### src/hdl/sts_pkg.sv
// ----------------------------------------------------------------------------
// SQL token scanner package
// Shared types, character codes and classification helpers.
// ----------------------------------------------------------------------------
`default_nettype none

package sts_pkg;

   localparam logic [7:0] MAX_TEXT = 8'd255;
   localparam logic [7:0] KW_BYTES = 8'd7;

   localparam logic [7:0] CH_NUL   = 8'h00;
   localparam logic [7:0] CH_TAB   = 8'h09;
   localparam logic [7:0] CH_LF    = 8'h0A;
   localparam logic [7:0] CH_CR    = 8'h0D;
   localparam logic [7:0] CH_SPACE = 8'h20;
   localparam logic [7:0] CH_BANG  = 8'h21;
   localparam logic [7:0] CH_QUOTE = 8'h27;
   localparam logic [7:0] CH_MINUS = 8'h2D;
   localparam logic [7:0] CH_LT    = 8'h3C;
   localparam logic [7:0] CH_EQ    = 8'h3D;
   localparam logic [7:0] CH_GT    = 8'h3E;
   localparam logic [7:0] CH_UNDER = 8'h5F;

   localparam logic [2:0] TK_EOF     = 3'd0;
   localparam logic [2:0] TK_KEYWORD = 3'd1;
   localparam logic [2:0] TK_IDENT   = 3'd2;
   localparam logic [2:0] TK_INTEGER = 3'd3;
   localparam logic [2:0] TK_STRING  = 3'd4;
   localparam logic [2:0] TK_SYMBOL  = 3'd5;

   localparam logic [8:0] SYM_LE = 9'd256;
   localparam logic [8:0] SYM_GE = 9'd257;
   localparam logic [8:0] SYM_NE = 9'd258;

   localparam logic RK_TEXT  = 1'b0;
   localparam logic RK_TOKEN = 1'b1;

   typedef enum logic [2:0] {
      MODE_IDLE     = 3'd0,
      MODE_COMMENT  = 3'd1,
      MODE_WORD     = 3'd2,
      MODE_NUMBER   = 3'd3,
      MODE_STRING   = 3'd4,
      MODE_SKIP     = 3'd5,
      MODE_SKIP_STR = 3'd6,
      MODE_SPARE    = 3'd7
   } mode_type;

   typedef struct packed {
      logic        kind;
      logic [7:0]  ch;
      logic [2:0]  tok;
      logic [5:0]  kw;
      logic [8:0]  sym;
      logic [31:0] val;
      logic [15:0] line;
      logic [15:0] col;
   } rec_type;

   typedef struct packed {
      logic [2:0]          cnt;
      rec_type [3:0]       recs;
   } bundle_type;

   typedef struct packed {
      logic [15:0] line;
      logic [15:0] col;
   } pos_type;

   // Keywords, right-justified: the first character sits in the top byte used.
   localparam logic [55:0] KEYWORD_SET [32] = '{
      56'("SELECT"), 56'("INSERT"), 56'("UPDATE"), 56'("DELETE"), 56'("CREATE"),
      56'("DROP"), 56'("TABLE"), 56'("INDEX"), 56'("FROM"), 56'("WHERE"),
      56'("INTO"), 56'("VALUES"), 56'("SET"), 56'("ORDER"), 56'("BY"),
      56'("LIMIT"), 56'("PRIMARY"), 56'("KEY"), 56'("INTEGER"), 56'("TEXT"),
      56'("BLOB"), 56'("NULL"), 56'("AND"), 56'("OR"), 56'("NOT"), 56'("ASC"),
      56'("DESC"), 56'("COUNT"), 56'("SUM"), 56'("AVG"), 56'("MIN"), 56'("MAX")
   };

   function automatic logic is_alpha(input logic [7:0] c);
      return (c >= 8'h41 && c <= 8'h5A) || (c >= 8'h61 && c <= 8'h7A);
   endfunction

   function automatic logic is_digit(input logic [7:0] c);
      return c >= 8'h30 && c <= 8'h39;
   endfunction

   function automatic logic is_word(input logic [7:0] c);
      return is_alpha(c) || is_digit(c) || c == CH_UNDER;
   endfunction

   function automatic logic [7:0] to_upper(input logic [7:0] c);
      return (c >= 8'h61 && c <= 8'h7A) ? c - 8'd32 : c;
   endfunction

   function automatic logic [5:0] keyword_lookup(input logic [55:0] buffer,
                                                 input logic [7:0] len);
      logic [5:0] code;
      code = 6'd0;
      if (len != 8'd0 && len <= KW_BYTES) begin
         for (int k = 0; k < 32; k++) begin
            if (buffer == KEYWORD_SET[k]) begin
               code = 6'(k + 1);
            end
         end
      end
      return code;
   endfunction

   function automatic pos_type advance_pos(input logic [7:0] c, input pos_type p);
      pos_type q;
      q = p;
      if (c == CH_LF) begin
         if (p.line != 16'hFFFF) q.line = p.line + 16'd1;
         q.col = 16'd1;
      end else if (c != CH_NUL && p.col != 16'hFFFF) begin
         q.col = p.col + 16'd1;
      end
      return q;
   endfunction

   function automatic rec_type make_text(input logic [7:0] c);
      rec_type r;
      r = '0;
      r.kind = RK_TEXT;
      r.ch = c;
      return r;
   endfunction

   function automatic rec_type make_token(input logic [2:0] tok, input logic [5:0] kw,
                                          input logic [8:0] sym, input logic [31:0] val,
                                          input pos_type p);
      rec_type r;
      r = '0;
      r.kind = RK_TOKEN;
      r.tok = tok;
      r.kw = kw;
      r.sym = sym;
      r.val = val;
      r.line = p.line;
      r.col = p.col;
      return r;
   endfunction

endpackage

`default_nettype wire

### src/hdl/sql_token_scanner.sv
// ----------------------------------------------------------------------------
// SQL token scanner
// Streaming SQL lexer: one text byte in, text and token results out.
//
// Input: a byte is taken on a clock edge with req_push high and req_full low.
// Byte 0 ends a text. Each byte is scanned when the following byte arrives,
// so the first byte after reset yields nothing until its successor comes.
// A byte yields zero to four result beats; rsp_final_result marks the last.
// Output: the oldest result is on the rsp_ ports while rsp_empty is low and
// is taken on an edge with rsp_pop high. A stalled receiver holds results in
// the output register and a two-bundle queue; req_full rises once both
// queue entries are taken and the output register is busy.
// A scanned byte's results enter the queue on the edge that accepted its
// successor and pass from there into the output register. Throughput: one
// byte per cycle into the scanner while req_full is low; the output drains
// one beat per cycle while rsp_pop is held high.
// Reset clears the scanner state and empties the queue and the output register.
// ----------------------------------------------------------------------------
`default_nettype none

module sql_token_scanner
   import sts_pkg::*;
(
   input  wire logic        clock,
   input  wire logic        reset,
   input  wire logic        req_push,
   output logic             req_full,
   input  wire logic [7:0]  req_text_byte,
   output logic             rsp_empty,
   input  wire logic        rsp_pop,
   output logic             rsp_result_kind,
   output logic [7:0]       rsp_char_out,
   output logic [2:0]       rsp_token_kind,
   output logic [5:0]       rsp_keyword_code,
   output logic [8:0]       rsp_symbol_code,
   output logic signed [31:0] rsp_number_value,
   output logic [15:0]      rsp_start_line,
   output logic [15:0]      rsp_start_column,
   output logic             rsp_final_result
);

   logic       accept;
   logic       bundle_push;
   bundle_type bundle;
   logic       q_full;
   logic       q_pop;
   bundle_type q_head;
   logic       q_empty;
   logic       out_valid;
   rec_type    out_rec;
   logic       out_final;

   assign req_full = q_full;
   assign accept   = req_push && !q_full;

   sts_front u_front (
      .clock       (clock),
      .reset       (reset),
      .accept      (accept),
      .text_byte   (req_text_byte),
      .bundle_push (bundle_push),
      .bundle      (bundle)
   );

   sts_queue u_queue (
      .clock     (clock),
      .reset     (reset),
      .push      (bundle_push),
      .push_data (bundle),
      .full      (q_full),
      .pop       (q_pop),
      .head      (q_head),
      .empty     (q_empty)
   );

   sts_back u_back (
      .clock      (clock),
      .reset      (reset),
      .head       (q_head),
      .head_empty (q_empty),
      .head_pop   (q_pop),
      .out_pop    (rsp_pop),
      .out_valid  (out_valid),
      .out_rec    (out_rec),
      .out_final  (out_final)
   );

   assign rsp_empty        = !out_valid;
   assign rsp_result_kind  = out_rec.kind;
   assign rsp_char_out     = out_rec.ch;
   assign rsp_token_kind   = out_rec.tok;
   assign rsp_keyword_code = out_rec.kw;
   assign rsp_symbol_code  = out_rec.sym;
   assign rsp_number_value = $signed(out_rec.val);
   assign rsp_start_line   = out_rec.line;
   assign rsp_start_column = out_rec.col;
   assign rsp_final_result = out_final;

endmodule

`default_nettype wire

### src/hdl/sts_front.sv
// ----------------------------------------------------------------------------
// SQL token scanner front end
// Holds the lookahead byte, runs the scan step and emits at most one bundle of
// up to four result records per byte.
// ----------------------------------------------------------------------------
`default_nettype none

module sts_front
   import sts_pkg::*;
(
   input  wire logic       clock,
   input  wire logic       reset,
   input  wire logic       accept,
   input  wire logic [7:0] text_byte,
   output logic            bundle_push,
   output bundle_type      bundle
);

   logic [7:0]  held_ff, held_in;
   logic        held_valid_ff, held_valid_in;
   mode_type    mode_ff, mode_in;
   logic [7:0]  len_ff, len_in;
   logic [55:0] kwbuf_ff, kwbuf_in;
   logic [31:0] acc_ff, acc_in;
   logic        minus_ff, minus_in;
   pos_type     pos_ff, pos_in;
   pos_type     tpos_ff, tpos_in;

   logic [7:0]    c, n;
   logic          idle_go;
   logic [8:0]    sym;
   logic [2:0]    cnt;
   rec_type [3:0] recs;
   logic [5:0]    kw;

   assign c = held_ff;
   assign n = text_byte;

   always_comb begin
      mode_in  = mode_ff;
      len_in   = len_ff;
      kwbuf_in = kwbuf_ff;
      acc_in   = acc_ff;
      minus_in = minus_ff;
      pos_in   = pos_ff;
      tpos_in  = tpos_ff;
      cnt      = 3'd0;
      recs     = '0;
      idle_go  = 1'b0;
      sym      = {1'b0, c};
      kw       = keyword_lookup(kwbuf_ff, len_ff);

      unique case (mode_ff)
         MODE_COMMENT: begin
            if (c == CH_LF || c == CH_NUL) idle_go = 1'b1;
            else pos_in = advance_pos(c, pos_in);
         end
         MODE_WORD: begin
            if (is_word(c) && len_in < MAX_TEXT) begin
               if (len_in < KW_BYTES) kwbuf_in = {kwbuf_in[47:0], to_upper(c)};
               len_in = len_in + 8'd1;
               recs[cnt[1:0]] = make_text(c);
               cnt = cnt + 3'd1;
               pos_in = advance_pos(c, pos_in);
            end else begin
               recs[cnt[1:0]] = make_token((kw != 6'd0) ? TK_KEYWORD : TK_IDENT, kw,
                                           9'd0, 32'd0, tpos_in);
               cnt = cnt + 3'd1;
               idle_go = 1'b1;
            end
         end
         MODE_NUMBER: begin
            if (is_digit(c) && len_in < MAX_TEXT) begin
               acc_in = {acc_in[28:0], 3'b000} + {acc_in[30:0], 1'b0} + {28'd0, c[3:0]};
               len_in = len_in + 8'd1;
               recs[cnt[1:0]] = make_text(c);
               cnt = cnt + 3'd1;
               pos_in = advance_pos(c, pos_in);
            end else begin
               recs[cnt[1:0]] = make_token(TK_INTEGER, 6'd0, 9'd0,
                                           minus_in ? (32'd0 - acc_in) : acc_in, tpos_in);
               cnt = cnt + 3'd1;
               idle_go = 1'b1;
            end
         end
         MODE_STRING: begin
            if (c == CH_NUL || len_in >= MAX_TEXT) begin
               recs[cnt[1:0]] = make_token(TK_STRING, 6'd0, 9'd0, 32'd0, tpos_in);
               cnt = cnt + 3'd1;
               idle_go = 1'b1;
            end else if (c == CH_QUOTE) begin
               if (n == CH_QUOTE) begin
                  recs[cnt[1:0]] = make_text(c);
                  cnt = cnt + 3'd1;
                  len_in = len_in + 8'd1;
                  mode_in = MODE_SKIP_STR;
               end else begin
                  recs[cnt[1:0]] = make_token(TK_STRING, 6'd0, 9'd0, 32'd0, tpos_in);
                  cnt = cnt + 3'd1;
                  mode_in = MODE_IDLE;
               end
               pos_in = advance_pos(c, pos_in);
            end else begin
               recs[cnt[1:0]] = make_text(c);
               cnt = cnt + 3'd1;
               len_in = len_in + 8'd1;
               pos_in = advance_pos(c, pos_in);
            end
         end
         MODE_SKIP: begin
            pos_in = advance_pos(c, pos_in);
            mode_in = MODE_IDLE;
         end
         MODE_SKIP_STR: begin
            pos_in = advance_pos(c, pos_in);
            mode_in = MODE_STRING;
         end
         MODE_IDLE, MODE_SPARE: begin
            idle_go = 1'b1;
         end
      endcase

      // Scan between tokens, after any token that the byte has just closed.
      if (idle_go) begin
         mode_in = MODE_IDLE;
         if (c == CH_NUL) begin
            tpos_in = pos_in;
            recs[cnt[1:0]] = make_token(TK_EOF, 6'd0, 9'd0, 32'd0, tpos_in);
            cnt = cnt + 3'd1;
            pos_in = '{line: 16'd1, col: 16'd1};
            len_in = 8'd0;
         end else if (c == CH_SPACE || c == CH_TAB || c == CH_LF || c == CH_CR) begin
            pos_in = advance_pos(c, pos_in);
         end else if (c == CH_MINUS && n == CH_MINUS) begin
            mode_in = MODE_COMMENT;
            pos_in = advance_pos(c, pos_in);
         end else begin
            tpos_in  = pos_in;
            len_in   = 8'd0;
            kwbuf_in = '0;
            acc_in   = '0;
            minus_in = 1'b0;
            if (is_alpha(c) || c == CH_UNDER) begin
               mode_in = MODE_WORD;
               kwbuf_in = {48'd0, to_upper(c)};
               len_in = 8'd1;
               recs[cnt[1:0]] = make_text(c);
               cnt = cnt + 3'd1;
            end else if (is_digit(c) || (c == CH_MINUS && is_digit(n))) begin
               mode_in = MODE_NUMBER;
               if (c == CH_MINUS) minus_in = 1'b1;
               else acc_in = {28'd0, c[3:0]};
               len_in = 8'd1;
               recs[cnt[1:0]] = make_text(c);
               cnt = cnt + 3'd1;
            end else if (c == CH_QUOTE) begin
               mode_in = MODE_STRING;
            end else begin
               if (c == CH_LT && n == CH_EQ) sym = SYM_LE;
               else if (c == CH_GT && n == CH_EQ) sym = SYM_GE;
               else if (c == CH_BANG && n == CH_EQ) sym = SYM_NE;
               else if (c == CH_LT && n == CH_GT) sym = SYM_NE;
               recs[cnt[1:0]] = make_text(c);
               cnt = cnt + 3'd1;
               if (sym[8]) begin
                  recs[cnt[1:0]] = make_text(n);
                  cnt = cnt + 3'd1;
                  mode_in = MODE_SKIP;
               end
               recs[cnt[1:0]] = make_token(TK_SYMBOL, 6'd0, sym, 32'd0, tpos_in);
               cnt = cnt + 3'd1;
            end
            pos_in = advance_pos(c, pos_in);
         end
      end
   end

   assign held_in       = text_byte;
   assign held_valid_in = 1'b1;

   always_ff @(posedge clock) begin
      if (reset) begin
         held_ff       <= 8'd0;
         held_valid_ff <= 1'b0;
         mode_ff       <= MODE_IDLE;
         len_ff        <= 8'd0;
         kwbuf_ff      <= '0;
         acc_ff        <= '0;
         minus_ff      <= 1'b0;
         pos_ff        <= '{line: 16'd1, col: 16'd1};
         tpos_ff       <= '{line: 16'd1, col: 16'd1};
      end else if (accept) begin
         held_ff       <= held_in;
         held_valid_ff <= held_valid_in;
         if (held_valid_ff) begin
            mode_ff  <= mode_in;
            len_ff   <= len_in;
            kwbuf_ff <= kwbuf_in;
            acc_ff   <= acc_in;
            minus_ff <= minus_in;
            pos_ff   <= pos_in;
            tpos_ff  <= tpos_in;
         end
      end
   end

   assign bundle_push = accept && held_valid_ff && (cnt != 3'd0);
   assign bundle.cnt  = cnt;
   assign bundle.recs = recs;

endmodule

`default_nettype wire

### src/hdl/sts_queue.sv
// ----------------------------------------------------------------------------
// SQL token scanner bundle queue
// Two-entry queue of result bundles between the front and back ends.
// ----------------------------------------------------------------------------
`default_nettype none

module sts_queue
   import sts_pkg::*;
(
   input  wire logic  clock,
   input  wire logic  reset,
   input  wire logic  push,
   input  bundle_type push_data,
   output logic       full,
   input  wire logic  pop,
   output bundle_type head,
   output logic       empty
);

   bundle_type  mem_ff [2];
   logic        wr_ptr_ff, wr_ptr_in;
   logic        rd_ptr_ff, rd_ptr_in;
   logic [1:0]  count_ff, count_in;

   assign full  = count_ff == 2'd2;
   assign empty = count_ff == 2'd0;
   assign head  = mem_ff[rd_ptr_ff];

   always_comb begin
      wr_ptr_in = push ? ~wr_ptr_ff : wr_ptr_ff;
      rd_ptr_in = pop ? ~rd_ptr_ff : rd_ptr_ff;
      count_in  = count_ff + {1'b0, push} - {1'b0, pop};
   end

   always_ff @(posedge clock) begin
      if (reset) begin
         wr_ptr_ff <= 1'b0;
         rd_ptr_ff <= 1'b0;
         count_ff  <= 2'd0;
      end else begin
         wr_ptr_ff <= wr_ptr_in;
         rd_ptr_ff <= rd_ptr_in;
         count_ff  <= count_in;
      end
   end

   always_ff @(posedge clock) begin
      if (push) mem_ff[wr_ptr_ff] <= push_data;
   end

   a_no_push_full: assert property (@(posedge clock) disable iff (reset)
      push |-> !full) else $error("bundle pushed into a full queue");
   a_no_pop_empty: assert property (@(posedge clock) disable iff (reset)
      pop |-> !empty) else $error("bundle popped from an empty queue");
   a_bundle_nonempty: assert property (@(posedge clock) disable iff (reset)
      push |-> push_data.cnt != 3'd0) else $error("empty bundle pushed");

endmodule

`default_nettype wire

### src/hdl/sts_back.sv
// ----------------------------------------------------------------------------
// SQL token scanner back end
// Walks the records of the head bundle into the result output register.
// ----------------------------------------------------------------------------
`default_nettype none

module sts_back
   import sts_pkg::*;
(
   input  wire logic  clock,
   input  wire logic  reset,
   input  bundle_type head,
   input  wire logic  head_empty,
   output logic       head_pop,
   input  wire logic  out_pop,
   output logic       out_valid,
   output rec_type    out_rec,
   output logic       out_final
);

   logic [1:0] idx_ff, idx_in;
   logic       valid_ff, valid_in;
   rec_type    rec_ff;
   logic       final_ff;
   logic       load;
   logic       last;

   assign load = !valid_ff || out_pop;
   assign last = {1'b0, idx_ff} == (head.cnt - 3'd1);
   assign head_pop = load && !head_empty && last;

   always_comb begin
      idx_in   = idx_ff;
      valid_in = valid_ff;
      if (load) begin
         valid_in = !head_empty;
         if (!head_empty) idx_in = last ? 2'd0 : idx_ff + 2'd1;
      end
   end

   always_ff @(posedge clock) begin
      if (reset) begin
         idx_ff   <= 2'd0;
         valid_ff <= 1'b0;
      end else begin
         idx_ff   <= idx_in;
         valid_ff <= valid_in;
      end
   end

   always_ff @(posedge clock) begin
      if (load && !head_empty) begin
         rec_ff   <= head.recs[idx_ff];
         final_ff <= last;
      end
   end

   assign out_valid = valid_ff;
   assign out_rec   = rec_ff;
   assign out_final = final_ff;

   a_idx_in_range: assert property (@(posedge clock) disable iff (reset)
      !head_empty |-> {1'b0, idx_ff} < head.cnt) else $error("record index past bundle");
   a_more_follows: assert property (@(posedge clock) disable iff (reset)
      valid_ff && out_pop && !final_ff |=> valid_ff)
      else $error("bundle records lost between beats");
   a_idx_zero_when_empty: assert property (@(posedge clock) disable iff (reset)
      head_empty |-> idx_ff == 2'd0) else $error("stale record index");

endmodule

`default_nettype wire
### config.mk
export PLATFORM = sky130hd
export DESIGN_NAME = sql_token_scanner
export DESIGN_NICKNAME = d
export VERILOG_FILES = /design/src/hdl/sts_pkg.sv /design/src/hdl/sql_token_scanner.sv /design/src/hdl/sts_front.sv /design/src/hdl/sts_queue.sv /design/src/hdl/sts_back.sv
export SDC_FILE = /design/constraint.sdc
export NUM_CORES = 2
export LEC_CHECK = 0
export ABC_CLOCK_PERIOD_IN_PS = 25600
export CAP_MARGIN = 20
export CORE_ASPECT_RATIO = 0.75
export CORE_UTILIZATION = 51
export CTS_BUF_LIST = sky130_fd_sc_hd__clkbuf_16
export DETAILED_ROUTE_END_ITERATION = 6
export DONT_BUFFER_PORTS = 1
export PLACE_DENSITY = 0.69
export SYNTH_ARGS = -nofsm -noshare
export SYNTH_HDL_FRONTEND = slang
export SYNTH_HIERARCHICAL = 1
export SYNTH_SLANG_ARGS = --single-unit
### constraint.sdc
create_clock -name clock -period 25.6 [get_ports clock]
set_input_delay 1.28 -clock clock [delete_from_list [all_inputs] [get_ports clock]]
set_output_delay 1.28 -clock clock [all_outputs]
set_load 0.005 [all_outputs]
==> results.json <==
{
  "status": "finished clean",
  "worstSkewPairLatency_ns": 0.69,
  "peakVddDrop_uv": 53.8,
  "grt_usage_pct": 22.1,
  "crit_start": "u_front/c[1]$_SDFFE_PP0P_",
  "tightest_slew_ns": 1.14,
  "seq_area_frac_synth_pct": 57.5,
  "hold_buffers": 0,
  "crit_required_ns": 25.89,
  "design_area_sq_um": 53100,
  "fillers": 7736,
  "synth_top_family_by_area": "multiplexers",
  "ctsResizeCount": 0,
  "dp_hpwl_um": 69500,
  "grt_pass1_vias": 28703,
  "first_pass_iters": 6,
  "crit_path_start_kind": "flip-flop",
  "io_pins": 106,
  "synthCells": 3705,
  "fin_nets": 3718,
  "yosys.area_share.simple_pct": 10.4,
  "cts_sinks": 1007,
  "synth_xor_area_share_pct": 1.46,
  "clock.fmax_mhz": 131,
  "fp.dieArea_sq_um": 98200,
  "power_density_nw_per_um2": 75.8,
  "layout-drive-gt1-share_pct": 19.2,
  "postRouteAntennaNets": 0,
  "synth-edff-count": 826,
  "vias_per_cell": 5.95,
  "overflow": 0,
  "mostFrequentLayoutCell": "edfxtp_1",
  "numCtsBuffers": 99,
  "fin_crit_sh_pct": 29.9,
  "io_buffers": 0,
  "drtIter0Drc": 3036,
  "vias": 29570,
  "r2r_cells": 16,
  "yosysWarningCount": 6,
  "slew_headroom_pct": 24.0,
  "rows": 98,
  "die_w_um": 361,
  "holdWs_ns": 0.467,
  "maxCapViolations": 0,
  "clk_pin_slew_ns": 0.06,
  "ys_ff_latch": 1007,
  "ys_types": 102,
  "cts_tree": "yes",
  "synth-compound-area-share_pct": 7.90,
  "skew_ns": 0.0384,
  "hp-start": "u_front/tpos_ff[20]$_SDFFE_PP0P_",
  "worst-path-stages": 16,
  "hold_path_class": "flip-flop to flip-flop",
  "grt_pass1_wl_um": 170000,
  "cts-htree-levels": 3,
  "path_cells": "nor3b_2, and3_1, o311ai_1, a21oi_1, or2_1, buf_4, nand2_1, o311a_1, a31oi_1, a211o_1, nor3_1, nor2_1, and2_4, buf_4, buf_4, buf_12",
  "criticalPathCategory": "flip-flop to flip-flop",
  "crit_buf_inv": 4,
  "final_hold_viol_count": 0,
  "synth_area_sq_um": 49400,
  "synth.avg_cell_area_sq_um": 13.3,
  "leakagePower_nw": 18.1,
  "cts_setup_buffers": 0,
  "crit_fanout": 152,
  "fin_setup_tns_ns": 0,
  "hold_depth": 2,
  "postLayoutCoreUtil_pct": 55.5,
  "wl_per_cell_um": 22.1,
  "die_h_um": 272,
  "cpMostUsedCell": "buf_4",
  "grt_max_degree": 160,
  "fin_crit_ns": 7.66,
  "finalWirelength_um": 110000,
  "areaGrowthSynthToFinish_pct": 7.40,
  "endpoint_kind": "flip-flop",
  "core_sq_um": 95600,
  "setup_viol": 0,
  "slew_violations": 0,
  "slowest_delay_ns": 0.84,
  "route.detailed.drc": 0,
  "path_delay_family": "buffers and inverters",
  "root_buffer": "clkbuf_16",
  "start_util_pct": 51.7,
  "gp_congestion": 0.937,
  "cts_buffer_depth": 3,
  "layout_common_cells": "edfxtp_1 (826), nor2_1 (394), mux2_4 (330), nand2_1 (199), dfxtp_1 (178)",
  "antenna_found_initial": 0,
  "muxShareOfSynthArea_pct": 15.6,
  "cp.arrival_ns": 7.95,
  "cp_slowest_cell": "buf_4",
  "r2r-start": "u_front/c[1]$_SDFFE_PP0P_",
  "placed_cell_area_sq_um": 49600,
  "antenna_cells": 0,
  "synth_adder_area_share_pct": 1.98,
  "rsz0062_at_grt": "no",
  "synthArstFlopShare_pct": 0,
  "synth-main-ff-cell": "edfxtp_1"
}
==> kinds of logic after synthesis <==
logic type,after synthesis
and+or+nand+nor,1049
adders and majority gates,77
DFF,1007
buffers and inverters,414
xor gates and xnor gates,81
muxes,485
AOI/OAI and AO/OA,591
other,1
==> flip-flops by register name (all words and copies together), names as in the netlist, named ones only <==
signal                 flops
u_queue/mem_ff           734
u_back/out_rec            91
u_front/kwbuf_ff          56
u_front/acc_ff            32
u_front/pos_ff            32
u_front/tpos_ff           32
u_front/c                  8
u_front/len_ff             8
u_front/mode_ff            3
u_back/idx_ff              2
u_queue/count_ff           2
u_back/out_final           1
u_back/out_valid           1
u_front/held_valid_ff      1
u_front/minus_ff           1
u_queue/rd_ptr_ff          1
u_queue/wr_ptr_ff          1
==> worst paths after layout <==
check                                                   endpoint  slack (ns)
worst max-delay path            u_queue/mem_ff[1][308]$_DFFE_PP_       17.94
worst min register to register  u_front/tpos_ff[20]$_SDFFE_PP0P_        0.47
worst min-delay path            u_front/tpos_ff[20]$_SDFFE_PP0P_        0.47
worst max register to register  u_queue/mem_ff[1][308]$_DFFE_PP_       17.94
==> metrics by stage <==
stage | cells | setup WS (ns) | total power, W
floorplan | 3831 | 5.12 | 0.00246
global placement | 4775 | 18.32 | 0.00253
detailed placement | 4775 | 18.17 | 0.00254
CTS | 4963 | 18.11 | 0.00406
global route | 4966 | 17.51 | 0.00417
finish | 4966 | 17.94 | 0.00402
==> worst register-to-register path: stages (launching register included) <==
cell and delay (ns):
dfxtp_1 0.82, nor3b_2 0.43, and3_1 0.67, o311ai_1 0.21, a21oi_1 0.50, or2_1 0.19
buf_4 0.34, nand2_1 0.28, o311a_1 0.23, a31oi_1 0.17, a211o_1 0.19, nor3_1 0.08
nor2_1 0.26, and2_4 0.28, buf_4 0.79, buf_4 0.88, buf_12 0.67
==> final cells by class <==
cell class,instances,area (sq um),area share [%]
clock inverters,88,947,1.78
repair buffers,49,400,0.754
inverters,62,235,0.443
flip-flops and latches,1007,28400,53.6
clock buffers,100,2500,4.71
well taps,1250,1560,2.95
multi-input cells,2410,19000,35.8
==> cell usage after synthesis (all sizes together), types with 78 or more instances <==
library cell  count  area [sq um]
nor2            398          1500
clkbuf          135           510
o21ai           112           564
a22oi            90           676
nor3             79           400
buf             217          1800
edfxtp          826         24800
a21oi           165           852
mux4             91          2050
dfxtp           181          3620
nand2           199           747
mux2            367          5370
nand3            78           403
==> metal layers <==
layer / share of wire, % / wire length, um / GRT usage, %
met1: 47 / 51400 / 33.9
met2: 45 / 48800 / 32.9
met3: 6.7 / 7390 / 3.31
met4: 1.9 / 2100 / 5.46
met5: 0 / 0 / 0
==> power by group <==
part / total (W) / leakage (nW) / internal, W / switching, W
Clock: 0.00152 / 1.71 / 0.000873 / 0.000643
Sequential: 0.00198 / 8.94 / 0.00192 / 0.0000564
Combinational: 0.000532 / 7.45 / 0.000221 / 0.000311
Power figures use the tool's default switching activity.
